<file path="config.mk">
export PLATFORM = sky130hd
export DESIGN_NAME = segregated_pool_block_allocator
export DESIGN_NICKNAME = d
export VERILOG_FILES = /design/src/hdl/spba_pkg.sv /design/src/hdl/segregated_pool_block_allocator.sv /design/src/hdl/spba_stack_ram.sv
export SDC_FILE = /design/constraint.sdc
export NUM_CORES = 1
export LEC_CHECK = 0
export ABC_CLOCK_PERIOD_IN_PS = 4830
export BUFFER_PORTS_ARGS = -buffer_cell sky130_fd_sc_hd__buf_2
export CORE_UTILIZATION = 40
export DETAILED_ROUTE_END_ITERATION = 6
export SLEW_MARGIN = 20
export SYNTH_ARGS = -nofsm -noshare
export SYNTH_HDL_FRONTEND = slang
export SYNTH_SLANG_ARGS = --single-unit
</file>
<file path="constraint.sdc">
create_clock -name clk -period 4.83 [get_ports clk]
set_input_delay 1.449 -clock clk [delete_from_list [all_inputs] [get_ports clk]]
set_output_delay 1.449 -clock clk [all_outputs]
set_load 0.01 [all_outputs]
</file>
<file path="src/hdl/spba_pkg.sv">
// ----------------------------------------------------------------------------
// spba_pkg: shared types and constants of the segregated pool allocator
// Transaction structs, status and action codes, register indexes and the
// reset values of the configuration registers.
// ----------------------------------------------------------------------------
package spba_pkg;

  localparam int POOLS     = 3;
  localparam int POOL_W    = 2;
  localparam int OFFSET_W  = 10;
  localparam int REQ_W     = 16;
  localparam int BYTES_W   = 10;
  localparam int COUNT_W   = 4;
  localparam int STATUS_W  = 3;
  localparam int CFG_IDX_W = 3;
  localparam int CFG_DATA_W = 10;

  localparam int DEF_MAX_BLOCKS_PER_POOL = 8;

  // Status codes of a result transaction.
  localparam logic [STATUS_W-1:0] ST_ALLOCATED   = 3'd0;
  localparam logic [STATUS_W-1:0] ST_ALLOC_FAIL  = 3'd1;
  localparam logic [STATUS_W-1:0] ST_RELEASED    = 3'd2;
  localparam logic [STATUS_W-1:0] ST_NULL_IGNORE = 3'd3;
  localparam logic [STATUS_W-1:0] ST_BEYOND      = 3'd4;

  // Action codes of a request transaction.
  localparam logic ACT_ALLOC   = 1'b0;
  localparam logic ACT_RELEASE = 1'b1;

  // Configuration register indexes.
  localparam logic [CFG_IDX_W-1:0] REG_POOL0_BYTES = 3'd0;
  localparam logic [CFG_IDX_W-1:0] REG_POOL1_BYTES = 3'd1;
  localparam logic [CFG_IDX_W-1:0] REG_POOL2_BYTES = 3'd2;
  localparam logic [CFG_IDX_W-1:0] REG_POOL0_COUNT = 3'd3;
  localparam logic [CFG_IDX_W-1:0] REG_POOL1_COUNT = 3'd4;
  localparam logic [CFG_IDX_W-1:0] REG_POOL2_COUNT = 3'd5;

  // Reset values of the configuration registers.
  localparam logic [BYTES_W-1:0] RST_POOL0_BYTES = 10'd32;
  localparam logic [BYTES_W-1:0] RST_POOL1_BYTES = 10'd96;
  localparam logic [BYTES_W-1:0] RST_POOL2_BYTES = 10'd192;
  localparam logic [COUNT_W-1:0] RST_POOL0_COUNT = 4'd1;
  localparam logic [COUNT_W-1:0] RST_POOL1_COUNT = 4'd4;
  localparam logic [COUNT_W-1:0] RST_POOL2_COUNT = 4'd1;

  typedef struct packed {
    logic                action;
    logic [REQ_W-1:0]    request_bytes;
    logic [OFFSET_W-1:0] release_offset;
    logic                release_is_null;
  } spba_in_t;

  typedef struct packed {
    logic [STATUS_W-1:0] status;
    logic [OFFSET_W-1:0] block_offset;
    logic [POOL_W-1:0]   pool_index;
  } spba_out_t;

endpackage

</file>
<file path="src/hdl/segregated_pool_block_allocator.sv">
// ----------------------------------------------------------------------------
// segregated_pool_block_allocator: three-pool fixed-block heap allocator
// Hands out and takes back fixed-size blocks of three pools that sit back to
// back in a byte-addressed heap, each pool keeping a LIFO free stack.
// ----------------------------------------------------------------------------
// Usage
//   A request transaction on the in_ channel either allocates a block of at
//   least request_bytes from the first pool that fits and still has a free
//   block, or releases the block at release_offset back to the pool whose
//   address range holds it. Every request yields exactly one result
//   transaction on the out_ channel with a status, the block offset and the
//   pool index. Pool sizes and counts are to be set through the cfg_ write
//   port only while the block is idle; the block does not enforce this.
//   Sizes take effect at once; the first allocation after reset fixes the
//   layout, which stays until the next reset.
// Request flow
//   A request passes the execute state, where a single stack memory access
//   (pop read or push write) is made, and the emit state that loads the
//   output register. A new request is taken in the emit state of the one
//   before it while the receiver keeps up. The first allocation after reset
//   first walks the layout with one shared adder, one block per cycle, and
//   closes each pool by latching its end offset and filling its depth.
// Reset and stalls
//   rst_n is synchronous and active low; it empties all stacks and forgets
//   the layout. When out_ready is low, the result waits in the output
//   register; the next request is still accepted and executed, and it waits
//   in the emit state until the output register frees up.
// ----------------------------------------------------------------------------
module segregated_pool_block_allocator #(
  parameter int MAX_BLOCKS_PER_POOL = spba_pkg::DEF_MAX_BLOCKS_PER_POOL
) (
  input  logic                            clk,
  input  logic                            rst_n,
  // Request channel
  input  logic                            in_valid,
  output logic                            in_ready,
  input  spba_pkg::spba_in_t              in_data,
  // Result channel
  output logic                            out_valid,
  input  logic                            out_ready,
  output spba_pkg::spba_out_t             out_data,
  // Configuration write port
  input  logic                            cfg_we,
  input  logic [spba_pkg::CFG_IDX_W-1:0]  cfg_index,
  input  logic [spba_pkg::CFG_DATA_W-1:0] cfg_wdata
);

  // Stack memory holds MAX_BLOCKS_PER_POOL entries per pool. Pool end
  // offsets are kept at full precision: they never reach 3 * MAX * 1024.
  localparam int DEPTH = spba_pkg::POOLS * MAX_BLOCKS_PER_POOL;
  localparam int AW    = (DEPTH > 1) ? $clog2(DEPTH) : 1;
  localparam int DW    = $clog2(MAX_BLOCKS_PER_POOL + 1);
  localparam int EW    = AW + spba_pkg::OFFSET_W;

  typedef enum logic [1:0] {
    S_IDLE,
    S_BUILD,
    S_EXEC,
    S_EMIT
  } state_t;

  state_t state_r, state_nxt;

  // Configuration registers.
  logic [spba_pkg::BYTES_W-1:0] bytes_r [spba_pkg::POOLS];
  logic [spba_pkg::BYTES_W-1:0] bytes_nxt [spba_pkg::POOLS];
  logic [spba_pkg::COUNT_W-1:0] count_r [spba_pkg::POOLS];
  logic [spba_pkg::COUNT_W-1:0] count_nxt [spba_pkg::POOLS];

  // Allocator state.
  logic [DW-1:0] depth_r [spba_pkg::POOLS];
  logic [DW-1:0] depth_nxt [spba_pkg::POOLS];
  logic [EW-1:0] end_r [spba_pkg::POOLS];
  logic [EW-1:0] end_nxt [spba_pkg::POOLS];
  logic          built_r, built_nxt;

  // Layout walk: pool, block within the pool and running heap address.
  logic [spba_pkg::POOL_W-1:0] bpool_r, bpool_nxt;
  logic [DW-1:0]               bk_r, bk_nxt;
  logic [EW-1:0]               addr_r, addr_nxt;

  // Request held during its execution, and the result awaiting emission.
  spba_pkg::spba_in_t          item_r, item_nxt;
  logic [spba_pkg::STATUS_W-1:0] res_status_r, res_status_nxt;
  logic [spba_pkg::POOL_W-1:0]   res_pool_r, res_pool_nxt;

  // Output register.
  logic                  out_valid_r, out_valid_nxt;
  spba_pkg::spba_out_t   out_data_r, out_data_nxt;

  // Stack memory ports.
  logic                          ram_we;
  logic [AW-1:0]                 ram_waddr;
  logic [spba_pkg::OFFSET_W-1:0] ram_wdata;
  logic                          ram_re;
  logic [AW-1:0]                 ram_raddr;
  logic [spba_pkg::OFFSET_W-1:0] ram_rdata;

  // Pool selection for the request in execution.
  logic [spba_pkg::POOLS-1:0]  alloc_match;
  logic [spba_pkg::POOLS-1:0]  rel_match;
  logic [spba_pkg::POOLS-1:0]  match;
  logic                        sel_hit;
  logic [spba_pkg::POOL_W-1:0] sel_pool;
  logic [DW-1:0]               sel_depth;
  logic [DW-1:0]               bcount;
  logic                        in_fire;
  logic                        out_free;

  // Memory address of entry i of pool p's stack.
  function automatic logic [AW-1:0] stack_addr(logic [spba_pkg::POOL_W-1:0] p,
                                               logic [DW-1:0] i);
    return AW'(p) * AW'(MAX_BLOCKS_PER_POOL) + AW'(i);
  endfunction

  // Block count of a pool, limited to the stack capacity.
  function automatic logic [DW-1:0] capped_count(logic [spba_pkg::COUNT_W-1:0] c);
    if (32'(c) > 32'(MAX_BLOCKS_PER_POOL)) begin
      return DW'(MAX_BLOCKS_PER_POOL);
    end
    return DW'(c);
  endfunction

  spba_stack_ram #(
    .DEPTH (DEPTH),
    .AW    (AW)
  ) u_stack_ram (
    .clk   (clk),
    .we    (ram_we),
    .waddr (ram_waddr),
    .wdata (ram_wdata),
    .re    (ram_re),
    .raddr (ram_raddr),
    .rdata (ram_rdata)
  );

  assign out_free  = !out_valid_r || out_ready;
  assign in_ready  = (state_r == S_IDLE) || ((state_r == S_EMIT) && out_free);
  assign in_fire   = in_valid && in_ready;
  assign out_valid = out_valid_r;
  assign out_data  = out_data_r;

  // Both searches compare all three pools at once and take the lowest match.
  always_comb begin
    for (int p = 0; p < spba_pkg::POOLS; p++) begin
      alloc_match[p] = (spba_pkg::REQ_W'(bytes_r[p]) >= item_r.request_bytes) &&
                       (depth_r[p] != '0);
      rel_match[p]   = EW'(item_r.release_offset) < end_r[p];
    end
    match    = (item_r.action == spba_pkg::ACT_ALLOC) ? alloc_match : rel_match;
    sel_hit  = 1'b0;
    sel_pool = '0;
    for (int p = spba_pkg::POOLS - 1; p >= 0; p--) begin
      if (match[p]) begin
        sel_hit  = 1'b1;
        sel_pool = spba_pkg::POOL_W'(p);
      end
    end
    sel_depth = depth_r[sel_pool];
    bcount    = capped_count(count_r[bpool_r]);
  end

  always_comb begin
    state_nxt      = state_r;
    bytes_nxt      = bytes_r;
    count_nxt      = count_r;
    depth_nxt      = depth_r;
    end_nxt        = end_r;
    built_nxt      = built_r;
    bpool_nxt      = bpool_r;
    bk_nxt         = bk_r;
    addr_nxt       = addr_r;
    item_nxt       = item_r;
    res_status_nxt = res_status_r;
    res_pool_nxt   = res_pool_r;
    out_valid_nxt  = out_valid_r;
    out_data_nxt   = out_data_r;
    ram_we         = 1'b0;
    ram_waddr      = stack_addr(sel_pool, sel_depth);
    ram_wdata      = item_r.release_offset;
    ram_re         = 1'b0;
    ram_raddr      = stack_addr(sel_pool, sel_depth - DW'(1));

    if (cfg_we) begin
      case (cfg_index)
        spba_pkg::REG_POOL0_BYTES: bytes_nxt[0] = cfg_wdata;
        spba_pkg::REG_POOL1_BYTES: bytes_nxt[1] = cfg_wdata;
        spba_pkg::REG_POOL2_BYTES: bytes_nxt[2] = cfg_wdata;
        spba_pkg::REG_POOL0_COUNT: count_nxt[0] = cfg_wdata[spba_pkg::COUNT_W-1:0];
        spba_pkg::REG_POOL1_COUNT: count_nxt[1] = cfg_wdata[spba_pkg::COUNT_W-1:0];
        spba_pkg::REG_POOL2_COUNT: count_nxt[2] = cfg_wdata[spba_pkg::COUNT_W-1:0];
        default: ;
      endcase
    end

    if (out_valid_r && out_ready) begin
      out_valid_nxt = 1'b0;
    end

    case (state_r)
      S_IDLE: ;

      // One block per cycle through the shared adder; a closing step per pool
      // latches its end offset and fills its depth.
      S_BUILD: begin
        if (bk_r < bcount) begin
          ram_we    = 1'b1;
          ram_waddr = stack_addr(bpool_r, bk_r);
          ram_wdata = addr_r[spba_pkg::OFFSET_W-1:0];
          addr_nxt  = addr_r + EW'(bytes_r[bpool_r]);
          bk_nxt    = bk_r + DW'(1);
        end else begin
          end_nxt[bpool_r]   = addr_r;
          depth_nxt[bpool_r] = bcount;
          bk_nxt             = '0;
          if (bpool_r == spba_pkg::POOL_W'(spba_pkg::POOLS - 1)) begin
            built_nxt = 1'b1;
            state_nxt = S_EXEC;
          end else begin
            bpool_nxt = bpool_r + spba_pkg::POOL_W'(1);
          end
        end
      end

      S_EXEC: begin
        res_pool_nxt = '0;
        state_nxt    = S_EMIT;
        if (item_r.action == spba_pkg::ACT_ALLOC) begin
          if (sel_hit) begin
            ram_re              = 1'b1;
            depth_nxt[sel_pool] = sel_depth - DW'(1);
            res_status_nxt      = spba_pkg::ST_ALLOCATED;
            res_pool_nxt        = sel_pool;
          end else begin
            res_status_nxt = spba_pkg::ST_ALLOC_FAIL;
          end
        end else if (item_r.release_is_null) begin
          res_status_nxt = spba_pkg::ST_NULL_IGNORE;
        end else if (sel_hit) begin
          // A push onto a full stack is dropped; the release still reports.
          if (sel_depth < DW'(MAX_BLOCKS_PER_POOL)) begin
            ram_we              = 1'b1;
            depth_nxt[sel_pool] = sel_depth + DW'(1);
          end
          res_status_nxt = spba_pkg::ST_RELEASED;
          res_pool_nxt   = sel_pool;
        end else begin
          res_status_nxt = spba_pkg::ST_BEYOND;
        end
      end

      S_EMIT: begin
        if (out_free) begin
          out_valid_nxt           = 1'b1;
          out_data_nxt.status     = res_status_r;
          out_data_nxt.pool_index = res_pool_r;
          out_data_nxt.block_offset = (res_status_r == spba_pkg::ST_ALLOCATED) ?
                                      ram_rdata : '0;
          state_nxt = S_IDLE;
        end
      end

      default: state_nxt = S_IDLE;
    endcase

    // A new request may enter from idle or from an emit that completes.
    if (in_fire) begin
      item_nxt = in_data;
      if ((in_data.action == spba_pkg::ACT_ALLOC) && !built_r) begin
        state_nxt = S_BUILD;
        bpool_nxt = '0;
        bk_nxt    = '0;
        addr_nxt  = '0;
      end else begin
        state_nxt = S_EXEC;
      end
    end
  end

  always_ff @(posedge clk) begin
    if (!rst_n) begin
      state_r     <= S_IDLE;
      bytes_r[0]  <= spba_pkg::RST_POOL0_BYTES;
      bytes_r[1]  <= spba_pkg::RST_POOL1_BYTES;
      bytes_r[2]  <= spba_pkg::RST_POOL2_BYTES;
      count_r[0]  <= spba_pkg::RST_POOL0_COUNT;
      count_r[1]  <= spba_pkg::RST_POOL1_COUNT;
      count_r[2]  <= spba_pkg::RST_POOL2_COUNT;
      for (int p = 0; p < spba_pkg::POOLS; p++) begin
        depth_r[p] <= '0;
        end_r[p]   <= '0;
      end
      built_r     <= 1'b0;
      bpool_r     <= '0;
      bk_r        <= '0;
      addr_r      <= '0;
      out_valid_r <= 1'b0;
    end else begin
      state_r     <= state_nxt;
      bytes_r     <= bytes_nxt;
      count_r     <= count_nxt;
      depth_r     <= depth_nxt;
      end_r       <= end_nxt;
      built_r     <= built_nxt;
      bpool_r     <= bpool_nxt;
      bk_r        <= bk_nxt;
      addr_r      <= addr_nxt;
      out_valid_r <= out_valid_nxt;
    end
    item_r       <= item_nxt;
    res_status_r <= res_status_nxt;
    res_pool_r   <= res_pool_nxt;
    out_data_r   <= out_data_nxt;
  end

  // No stack ever holds more entries than its capacity.
  a_depth_bound: assert property (@(posedge clk) disable iff (!rst_n)
    (depth_r[0] <= DW'(MAX_BLOCKS_PER_POOL)) &&
    (depth_r[1] <= DW'(MAX_BLOCKS_PER_POOL)) &&
    (depth_r[2] <= DW'(MAX_BLOCKS_PER_POOL)))
    else $error("free stack depth above capacity");

  // An accepted request always starts execution or the layout walk.
  a_accept_start: assert property (@(posedge clk) disable iff (!rst_n)
    in_fire |=> ((state_r == S_EXEC) || (state_r == S_BUILD)))
    else $error("accepted request did not start");

  // An allocation never executes on an unbuilt layout.
  a_alloc_built: assert property (@(posedge clk) disable iff (!rst_n)
    ((state_r == S_EXEC) && (item_r.action == spba_pkg::ACT_ALLOC)) |-> built_r)
    else $error("allocation executed before the pools were built");

  // A successful allocation pops exactly one entry from the chosen pool.
  a_alloc_pop: assert property (@(posedge clk) disable iff (!rst_n)
    ((state_r == S_EXEC) && (item_r.action == spba_pkg::ACT_ALLOC) && sel_hit) |=>
    ((depth_r[$past(sel_pool)] + DW'(1)) == $past(sel_depth)))
    else $error("allocation did not pop the chosen stack");

  // A result only appears out of the emit state.
  a_emit_source: assert property (@(posedge clk) disable iff (!rst_n)
    $rose(out_valid_r) |-> ($past(state_r) == S_EMIT))
    else $error("result raised outside the emit state");

endmodule

</file>
<file path="src/hdl/spba_stack_ram.sv">
// ----------------------------------------------------------------------------
// spba_stack_ram: free-stack storage of all pools
// One write port and one read port with registered read data.
// ----------------------------------------------------------------------------
module spba_stack_ram #(
  parameter int DEPTH = 3 * spba_pkg::DEF_MAX_BLOCKS_PER_POOL,
  parameter int AW    = $clog2(DEPTH)
) (
  input  logic                          clk,
  input  logic                          we,
  input  logic [AW-1:0]                 waddr,
  input  logic [spba_pkg::OFFSET_W-1:0] wdata,
  input  logic                          re,
  input  logic [AW-1:0]                 raddr,
  output logic [spba_pkg::OFFSET_W-1:0] rdata
);

  logic [spba_pkg::OFFSET_W-1:0] mem [DEPTH];
  logic [spba_pkg::OFFSET_W-1:0] rdata_r;

  always_ff @(posedge clk) begin
    if (we) begin
      mem[waddr] <= wdata;
    end
    if (re) begin
      rdata_r <= mem[raddr];
    end
  end

  assign rdata = rdata_r;

endmodule

</file>
==> results of run 1 <==
==> kinds of logic (layout without fill, tap and decap cells) <==
family          after synthesis  count (layout)  share of synthesized area [%]
xor+xnor                     22              22                          0.930
buf+inv                     167             343                           3.09
fa+ha+maj                    86              86                           5.23
compound gates              356             356                           11.3
flops                       422             422                           55.1
simple gates                656             656                           14.5
mux                         160             160                           9.78
==> registers in the layout (all words and copies together) (netlist names), 10 cells and up <==
register and count:
count_r 12, u_stack_ram.rdata 10, item_r 28, bytes_r 30, addr_r 15, depth_r 12, out_data 15, end_r 45
u_stack_ram.mem 240
==> stage by stage <==
stage	setup TNS (ns)	power (mW)	utilization, %	worst slack [ns]
after floorplan	0	8.08	-	0.0470
after global routing	-0.000720	14.7	47.2	-0.000720
after detailed placement	0	10.5	44.1	0.00191
final	0	14.0	47.2	0.194
after global placement	-0.0230	10.4	44.1	-0.0230
after CTS	0	14.0	47.0	0.0166
==> final cells by class <==
| cell class | count | area [um^2] |
|---|---|---|
| clock buffers | 66 | 1270 |
| flip-flops and latches | 422 | 11400 |
| clock inverters | 21 | 220 |
| fillers | 4709 | 27100 |
| multi-input cells | 1280 | 8770 |
| inverters | 65 | 244 |
| repair buffers | 191 | 1400 |
| well taps | 680 | 851 |
==> cells in the final DEF, fill, tap and decap left out, types with 8 or more instances in the layout <==
master / instances
a211oi_1: 36
clkbuf_16: 47
o21a_1: 8
inv_1: 63
dfxtp_1: 123
nor2_1: 66
a31oi_1: 13
and2_1: 27
clkinv_1: 9
ha_1: 84
a21oi_1: 91
o21bai_1: 8
nor2b_1: 27
o21ai_0: 44
nand4_1: 21
mux4_2: 31
buf_2: 62
o22ai_1: 25
nand3_1: 65
clkbuf_1: 17
a21o_1: 12
mux2i_1: 99
nand2_1: 341
nor4_1: 11
buf_4: 119
mux2_2: 30
a21boi_0: 75
nor3_1: 42
buf_12: 10
xnor2_1: 15
edfxtp_1: 298
==> worst max-delay path, cell delays in order, from the launching register on <==
cell and delay (ns):
edfxtp_1 0.36, or4_4 0.55, nor4_4 0.34, o211ai_1 0.19, or2_4 0.32, a211oi_4 0.28, a221o_1 0.21, clkinv_1 0.14
ha_4 0.20, inv_1 0.07, nor2_1 0.04, a32o_1 0.27, a211o_1 0.33, buf_12 0.18, mux2i_1 0.14, buf_4 0.16
nor3_2 0.21, a31oi_1 0.09, buf_4 0.16, a211oi_1 0.21
==> worst paths after layout <==
check                                            start                        endpoint  slack (ns)  cells after the start
worst max-delay path              item_r[23]$_DFFE_PP_  u_stack_ram.rdata[6]$_DFFE_PP_        0.19                     19
worst min-delay path            end_r[20]$_SDFFE_PN0P_          end_r[20]$_SDFFE_PN0P_        0.46                      2
worst max register to register    item_r[23]$_DFFE_PP_  u_stack_ram.rdata[6]$_DFFE_PP_        0.19                     19
worst min register to register  end_r[20]$_SDFFE_PN0P_          end_r[20]$_SDFFE_PN0P_        0.46                      2
==> Yosys cell counts, types with 15 or more instances <==
| master | number | area [um^2] |
|---|---|---|
| nor3_1 | 48 | 240 |
| nand4_1 | 21 | 131 |
| edfxtp_1 | 298 | 8950 |
| and2_1 | 28 | 175 |
| mux2_2 | 30 | 338 |
| a211oi_1 | 38 | 285 |
| inv_1 | 63 | 236 |
| clkbuf_1 | 80 | 300 |
| ha_1 | 85 | 1060 |
| a21oi_1 | 93 | 465 |
| nor2_1 | 70 | 263 |
| mux2i_1 | 99 | 991 |
| nand3_1 | 65 | 325 |
| nor2b_1 | 27 | 169 |
| nand2_1 | 341 | 1280 |
| a21boi_0 | 75 | 563 |
| o21ai_0 | 45 | 225 |
| mux4_2 | 31 | 698 |
| xnor2_1 | 15 | 131 |
| dfxtp_1 | 124 | 2480 |
| o22ai_1 | 26 | 163 |
==> timing repair <==
item / CTS / global route
gates resized for setup: 1 / 19
buffers inserted: 0 / 2
pin swaps: 0 / 2
endpoints found under the setup margin: 1 / 18
==> power groups by stage <==
stage	Combinational, mW	Clock (mW)	Sequential (mW)
floorplan	3.53	0	4.56
global placement	5.80	0	4.60
detailed placement	5.87	0	4.61
CTS	5.89	3.57	4.54
global route	6.42	3.70	4.55
finish	6.00	3.51	4.53
==> routing by layer <==
layer / up-vias / track usage (%)
met5: - / 0
met3: 89 / 2.51
li1: 7135 / -
met2: 425 / 37.2
met4: 0 / 7.29
met1: 7478 / 28.6
==> flow_summary.ini, run 1 <==
[detailed_routing]
num_vias = 15100
wl_met1_um = 25400
avgRoutedWirePerCell_um = 21.0
drt_wl_total_um = 57300
drtIter0Drc = 1188
viasPerCell = 5.55
met2WireLength_um = 27700
top_layer = met4
ant_nets = 0
drt_first_pass_iters = 5
drc = 0
dr_wl_met3_um = 2640

[floorplanning]
die_w_um = 230
row_count = 83
ios = 63
die_h_um = 230
die_area_um2 = 52700
start_util_pct = 40.4
core-area_um2 = 51300

[logic_synthesis]
synthCells = 1869
synth.net_count = 2001
synth_edf_count = 298
ys.flop_type = edfxtp_1
syn_area_per_cell_um2 = 11.1
yosys_warnings = 0
yosysSeqAreaShare_pct = 55.1
async_flop_share_pct = 0
synth_cell_types = 68
ys_ff_latch = 422
synth.cell_area_um2 = 20700

[run_status]
status = finished clean

[sta]
hold_ws_ns = 0.465
timing.fmax_ghz = 0.216
min_period_ns = 4.64
slew_violations = 0
worst_pin_slew_ns = 0.982
finalSetupViolCount = 0
finalCritPeriodShare_pct = 96.0
finClkSkew_ns = 0.0224
final_hold_viol_count = 0
slew_headroom_pct = 34.0

[power]
p_comb_share_pct = 42.7
p_clk_share_pct = 25.0
p_sw_share_pct = 37.0
p_seq_share_pct = 32.3
power_density_nw_per_um2 = 580
p_leak_nw = 8.84
vdd_ir_drop_max_mv = 0.366
p_switching_mw = 5.20
internal_power_mw = 8.84

[setup_path]
endpoint_kind = flip-flop
crit_fanout = 17
cp.required_ns = 5.24
cp.arrival_ns = 5.05
cp-start-kind = flip-flop
crit_type = reg -> reg

[layout]
nets = 2139
design_area_um2 = 24200
fin_cells = 2725
num_antenna_cells = 0
layout-drive-gt1-share_pct = 17.4
syn2layout_area_growth_pct = 16.7

[clock_tree]
cts_hold_buf = 0
clock_sinks = 422
cts_tree = yes
htree_levels = 2
root_buffer = clkbuf_16
clk_path_buf_depth = 3
clock_latency_ns = 0.59
cts.reportedPaths.clkPinSlew_ns = 0.06
cts_buffers = 47

[global_route]
overflow = 0
antenna_found_initial = 0
track_usage_pct = 21.8
grt_max_degree = 100
first_global_vias = 14900
grt_pass1_wl_um = 88500

[placed_design]
hpwl_um = 40400
placed_cells = 2636
port_buffers = 62
place_area_um2 = 22600
place_congestion = 0.906

[flow_run]
drv_cap = 0

[min_path]
hold_class = reg -> reg
Note: power is estimated with default switching activity, not from simulation.
==> inputs of run 2 (changes only) <==
--- a/config.mk
+++ b/config.mk
@@ -7,7 +7,8 @@
 export LEC_CHECK = 0
 export ABC_CLOCK_PERIOD_IN_PS = 4830
 export BUFFER_PORTS_ARGS = -buffer_cell sky130_fd_sc_hd__buf_2
-export CORE_UTILIZATION = 40
+export CORE_UTILIZATION = 45
+export CTS_BUF_LIST = sky130_fd_sc_hd__clkbuf_4 sky130_fd_sc_hd__clkbuf_8 sky130_fd_sc_hd__clkbuf_16
 export DETAILED_ROUTE_END_ITERATION = 6
 export SLEW_MARGIN = 20
 export SYNTH_ARGS = -nofsm -noshare
==> run 2 against run 1 <==
Die area is 11% lower. Sequential cell count unchanged. Sequential share of layout area rose by 0.071 points. Worst setup slack got worse by 0.069 ns. Via count increased by 0.98%. Critical path depth is 1 higher. Highest routed layer unchanged.
==> flow_summary.ini, run 2 (synthesis results as in run 1) <==
[setup_path]
cp.arrival_ns = 5.11
r2r_setup_slack_ns = 0.13
path_cells = ha_1 > a21oi_1 > o21ai_0 > a21oi_1 > o311a_1 > nor2_1 > nand2_1 > a221o_1 > clkinv_1 > ha_4 > inv_1 > buf_4 > a211oi_1 > a211o_1 > buf_12 > a21oi_2 > buf_4 > nor3_2 > a21oi_1 > a211oi_1
crit_buf_inv = 5
cp-start-kind = flip-flop
endpoint = u_stack_ram.rdata[9]$_DFFE_PP_
worstRegToRegCells = 20
cp.required_ns = 5.24
max_stage_delay_ns = 0.47
crit_type = reg -> reg
endpoint_kind = flip-flop
path_depth = 20
worstSetupStartpoint = item_r[5]$_DFFE_PP_
critical-path-top-delay-family = compound AO/OA/AOI/OAI gates
rr_endpoint = u_stack_ram.rdata[9]$_DFFE_PP_
crit_slowest_cell = edfxtp_1
crit_fanout = 21
cp_common_cell = a21oi_1
r2r-start = item_r[5]$_DFFE_PP_

[sta]
slew_headroom_pct = 35.2
finalSetupViolCount = 0
slew_violations = 0
finClkSkew_ns = 0.0246
fin_tns_setup_ns = 0
worst_pin_slew_ns = 0.968
timing.fmax_ghz = 0.213
final_hold_viol_count = 0
hold_ws_ns = 0.433
rsz0062_at_grt = false
finalCritPeriodShare_pct = 97.4
min_period_ns = 4.70

[placed_design]
port_buffers = 62
place_congestion = 0.907
hpwl_um = 39800
place_area_um2 = 22600

[layout]
nets = 2137
final_util_pct = 53.2
num_antenna_cells = 0
top_register = u_stack_ram.mem
design_area_um2 = 24200
top_regs = u_stack_ram.mem (240), end_r (45), bytes_r (30)
layout-drive-gt1-share_pct = 18.2
layout_common_cells = 341 x nand2_1, 298 x edfxtp_1, 123 x dfxtp_1
largest_reg_flops = 240
layout_commonest_cell = nand2_1
syn2layout_area_growth_pct = 16.5

[power]
p_total_mw = 14.1
power_density_nw_per_um2 = 584
vdd_ir_drop_max_mv = 0.352
p_leak_nw = 8.89

[run_status]
status = finished clean

[global_route]
grt_max_degree = 69
antenna_found_initial = 0
track_usage_pct = 25.0
grt_pass1_wl_um = 88600
overflow = 0
first_global_vias = 14800

[detailed_routing]
drtIter0Drc = 1288
drt_wl_total_um = 58100
num_vias = 15300
avgRoutedWirePerCell_um = 22.0
drc = 0
ant_nets = 0
viasPerCell = 5.79
drt_first_pass_iters = 6

[clock_tree]
cts_tree = yes
cts_buffers = 46
htree_levels = 2
clock_latency_ns = 0.59
cts_hold_buf = 0
clk_path_buf_depth = 3
cts.reportedPaths.clkPinSlew_ns = 0.06
clock_sinks = 422
root_buffer = clkbuf_16

[min_path]
hold_class = reg -> reg

[floorplanning]
die_area_um2 = 46900
core-area_um2 = 45400
die_w_um = 217
row_count = 78
ios = 63
start_util_pct = 45.7
die_h_um = 217

[flow_run]
drv_cap = 0
run 2: cell count changes in the layout (fill, tap and decap cells not counted), moves of 2 or more:
cell / previous run / this run
buf_4: 119 / 113
buf_12: 10 / 15
a21oi_2: 1 / 3
nor3_1: 42 / 37
clkbuf_1: 17 / 0
nor3_2: 7 / 13
clkinv_2: 6 / 9
clkbuf_4: 0 / 13
clkinvlp_4: 2 / 0
run 2: cell type report:
type	instances	area, um^2
fill	3966	21200
sequential	422	11400
multi-input combinational	1280	8790
timing repair buffer	190	1460
clock buffer	61	1290
tap	600	751
inverter	65	244
clock inverter	21	195
run 2: per-layer routing:
layer  share of wire (%)  vias up  track usage [%]
li1                    -     7118                -
met1                  46     7528             36.3
met2                  45      551             38.6
met3                 6.9       78             3.66
met4                 2.1        0             7.30
met5                   0        -                0
run 2: worst reg2reg max path, cell delays in order (launching register included):
cell and delay [ns]:
edfxtp_1 0.47, ha_1 0.34, a21oi_1 0.07, o21ai_0 0.24, a21oi_1 0.16, o311a_1 0.47, nor2_1 0.17, nand2_1 0.14
a221o_1 0.39, clkinv_1 0.12, ha_4 0.17, inv_1 0.06, buf_4 0.12, a211oi_1 0.27, a211o_1 0.20, buf_12 0.19
a21oi_2 0.10, buf_4 0.18, nor3_2 0.31, a21oi_1 0.09, a211oi_1 0.27
run 2: worst min-delay path by stage:
stage                                  startpoint                     to  slack [ns]  cells past startpoint
after floorplan           res_pool_r[0]$_DFFE_PP_  out_data[0]$_DFFE_PP_        0.40                      0
after global placement    res_pool_r[0]$_DFFE_PP_  out_data[0]$_DFFE_PP_        0.42                      0
after detailed placement  res_pool_r[0]$_DFFE_PP_  out_data[0]$_DFFE_PP_        0.42                      0
after CTS                 res_pool_r[0]$_DFFE_PP_  out_data[0]$_DFFE_PP_        0.44                      0
after global routing      res_pool_r[0]$_DFFE_PP_  out_data[0]$_DFFE_PP_        0.45                      0
final                     res_pool_r[0]$_DFFE_PP_  out_data[0]$_DFFE_PP_        0.43                      0
run 2: report_power, final:
part	leakage [nW]	switching (mW)	internal (mW)
Combinational	4.43	3.69	2.40
Clock	0.752	1.44	2.04
Sequential	3.71	0.132	4.40
Total	8.89	5.26	8.85
run 2: through the flow:
stage,cells,setup slack (ns)
2_1_floorplan,1869,0.0470
6_report,2639,0.125
3_3_place_gp,2557,0.0961
5_1_grt,2639,0.00895
3_5_place_dp,2557,0.0584
4_1_cts,2639,0.0217
run 2: timing repair:
action | CTS | global route
endpoints found under the hold margin | 0 | 0
buffers inserted | 0 | 0
gates resized for setup | 0 | 23
setup endpoints to repair | 0 | 12
==> inputs of run 3 (changes only) <==
==> constraint.sdc (replaced) <==
create_clock -name clk -period 4.83 [get_ports clk]
set_input_delay 0 -clock clk [delete_from_list [all_inputs] [get_ports clk]]
set_output_delay 0 -clock clk [all_outputs]
set_load 0.01 [all_outputs]
==> run 3 against run 2 <==
Worst setup slack improved by 0.078 ns. Clock power increased by 4%. Sequential share of layout area decreased by 0.97 points. Hold slack got worse by 0.30 ns. Via count increased by 0.51%. Clock skew decreased by 0.0069 ns. Global-route usage increased by 0.58 points. First-iteration DRC count increased by 1.1%. Final cell count increased by 1.9%. Sequential power about the same. Wire length increased by 2.1%.
==> flow_summary.ini, run 3 (synthesis results as in run 1) <==
[flow_run]
drv_cap = 0

[run_status]
status = finished clean

[detailed_routing]
drc = 0
avgRoutedWirePerCell_um = 22.0
ant_nets = 0
drt_first_pass_iters = 6
drtIter0Drc = 1302
viasPerCell = 5.71
drt_wl_total_um = 59300
num_vias = 15400

[sta]
rsz0062_at_grt = true
slew_headroom_pct = 37.2
hold_ws_ns = 0.137
timing.fmax_ghz = 0.216
min_period_ns = 4.63
finalCritPeriodShare_pct = 95.8
finalSetupViolCount = 0
worst_pin_slew_ns = 0.942
finClkSkew_ns = 0.0177
final_hold_viol_count = 0
slew_violations = 0

[clock_tree]
htree_levels = 2
clock_sinks = 422
cts_tree = yes
root_buffer = clkbuf_16
clock_latency_ns = 0.58
clk_path_buf_depth = 3
cts_buffers = 47
cts_setup_buffers = 0
cts.reportedPaths.clkPinSlew_ns = 0.06

[layout]
design_area_um2 = 24700
layout-drive-gt1-share_pct = 18.2
largest_reg_flops = 240
syn2layout_area_growth_pct = 19.0
nets = 2185
layout_commonest_cell = nand2_1
top_regs = u_stack_ram.mem (240), end_r (45), bytes_r (30)
num_antenna_cells = 0
fin_cells = 2689
top_register = u_stack_ram.mem
layout_common_cells = 341 x nand2_1, 298 x edfxtp_1, 123 x dfxtp_1
final_util_pct = 54.3

[global_route]
track_usage_pct = 25.6
first_global_vias = 14800
overflow = 0
grt_max_degree = 63
grt_pass1_wl_um = 90400
antenna_found_initial = 1

[floorplanning]
ios = 63
die_area_um2 = 46900
die_h_um = 217
row_count = 78
core-area_um2 = 45400
die_w_um = 217
start_util_pct = 45.7

[setup_path]
cp-start-kind = flip-flop
cp.required_ns = 5.15
crit_type = reg -> reg
crit_fanout = 20
endpoint_kind = flip-flop
cp.arrival_ns = 4.95

[placed_design]
port_buffers = 62
place_area_um2 = 22500
placed_cells = 2559
place_congestion = 0.918
hpwl_um = 41100

[power]
p_leak_nw = 9.10
power_density_nw_per_um2 = 581
vdd_ir_drop_max_mv = 0.291
p_total_mw = 14.3

[min_path]
hold_class = in -> reg
-- run 3: changes by cell type in the layout (fill, tap and decap cells not counted), sizes merged --
cell         previous run  this run
inv                    66        65
clkinvlp                0         3
clkinv                 17        15
dlygate4sd3             0        45
buf                   190       192
clkbuf                 61        63
bufinv                  3         4
-- run 3: where the power goes --
group	leakage (nW)	switching [mW]	internal [mW]
clock network	0.778	1.46	2.15
logic	4.62	3.74	2.43
registers	3.71	0.131	4.40
-- run 3: stage by stage --
stage / setup slack, ns / setup TNS [ns]
floorplan: 0.0470 / 0
global placement: -0.0527 / -0.0597
detailed placement: -0.117 / -0.422
CTS: 0.00607 / 0
global route: -0.00979 / -0.0105
finish: 0.203 / 0
-- run 3: final timing paths --
kind / depth (start not counted) / startpoint / slack, ns / end
min: 2 / in_data[16] / 0.14 / item_r[16]$_DFFE_PP_
min reg2reg: 0 / res_pool_r[1]$_DFFE_PP_ / 0.43 / out_data[1]$_DFFE_PP_
max reg2reg: 21 / item_r[12]$_DFFE_PP_ / 0.20 / u_stack_ram.rdata[6]$_DFFE_PP_
max: 21 / item_r[12]$_DFFE_PP_ / 0.20 / u_stack_ram.rdata[6]$_DFFE_PP_
-- run 3: metal layers --
layer | vias to the layer above | GRT usage, % | routed length [um]
met2 | 571 | 38.7 | 25800
met4 | 0 | 6.17 | 1230
li1 | 7202 | - | -
met1 | 7498 | 37.2 | 27500
met3 | 82 | 5.61 | 4770
met5 | - | 0 | 0
-- run 3: critical path: stages, from the launching register on --
cell and delay, ns:
edfxtp_1 0.31, inv_1 0.09, ha_1 0.20, or4_1 0.51
a21oi_1 0.13, o311ai_0 0.22, and2_2 0.30, a211oi_4 0.26
a221o_1 0.23, clkinv_1 0.16, ha_4 0.21, inv_1 0.07
nor2_1 0.04, a32o_1 0.27, a211o_1 0.32, buf_12 0.18
buf_4 0.15, a21oi_2 0.12, buf_4 0.19, nor3_1 0.07
a21oi_1 0.22, a211oi_1 0.12
-- run 3: what timing repair did --
item	CTS	global route
endpoints found under the setup margin	9	10
pin swaps	0	1
gates resized for setup	7	19
endpoints found under the hold margin	83	0
hold buffers	45	0
-- run 3: final cells by class --
class	count	area, um^2
Sequential cell	422	11400
Inverter	65	244
Tap cell	600	751
Clock buffer	63	1330
Multi-Input combinational cell	1280	8800
Timing Repair Buffer	237	1870
Fill cell	3912	20700
Clock inverter	22	221
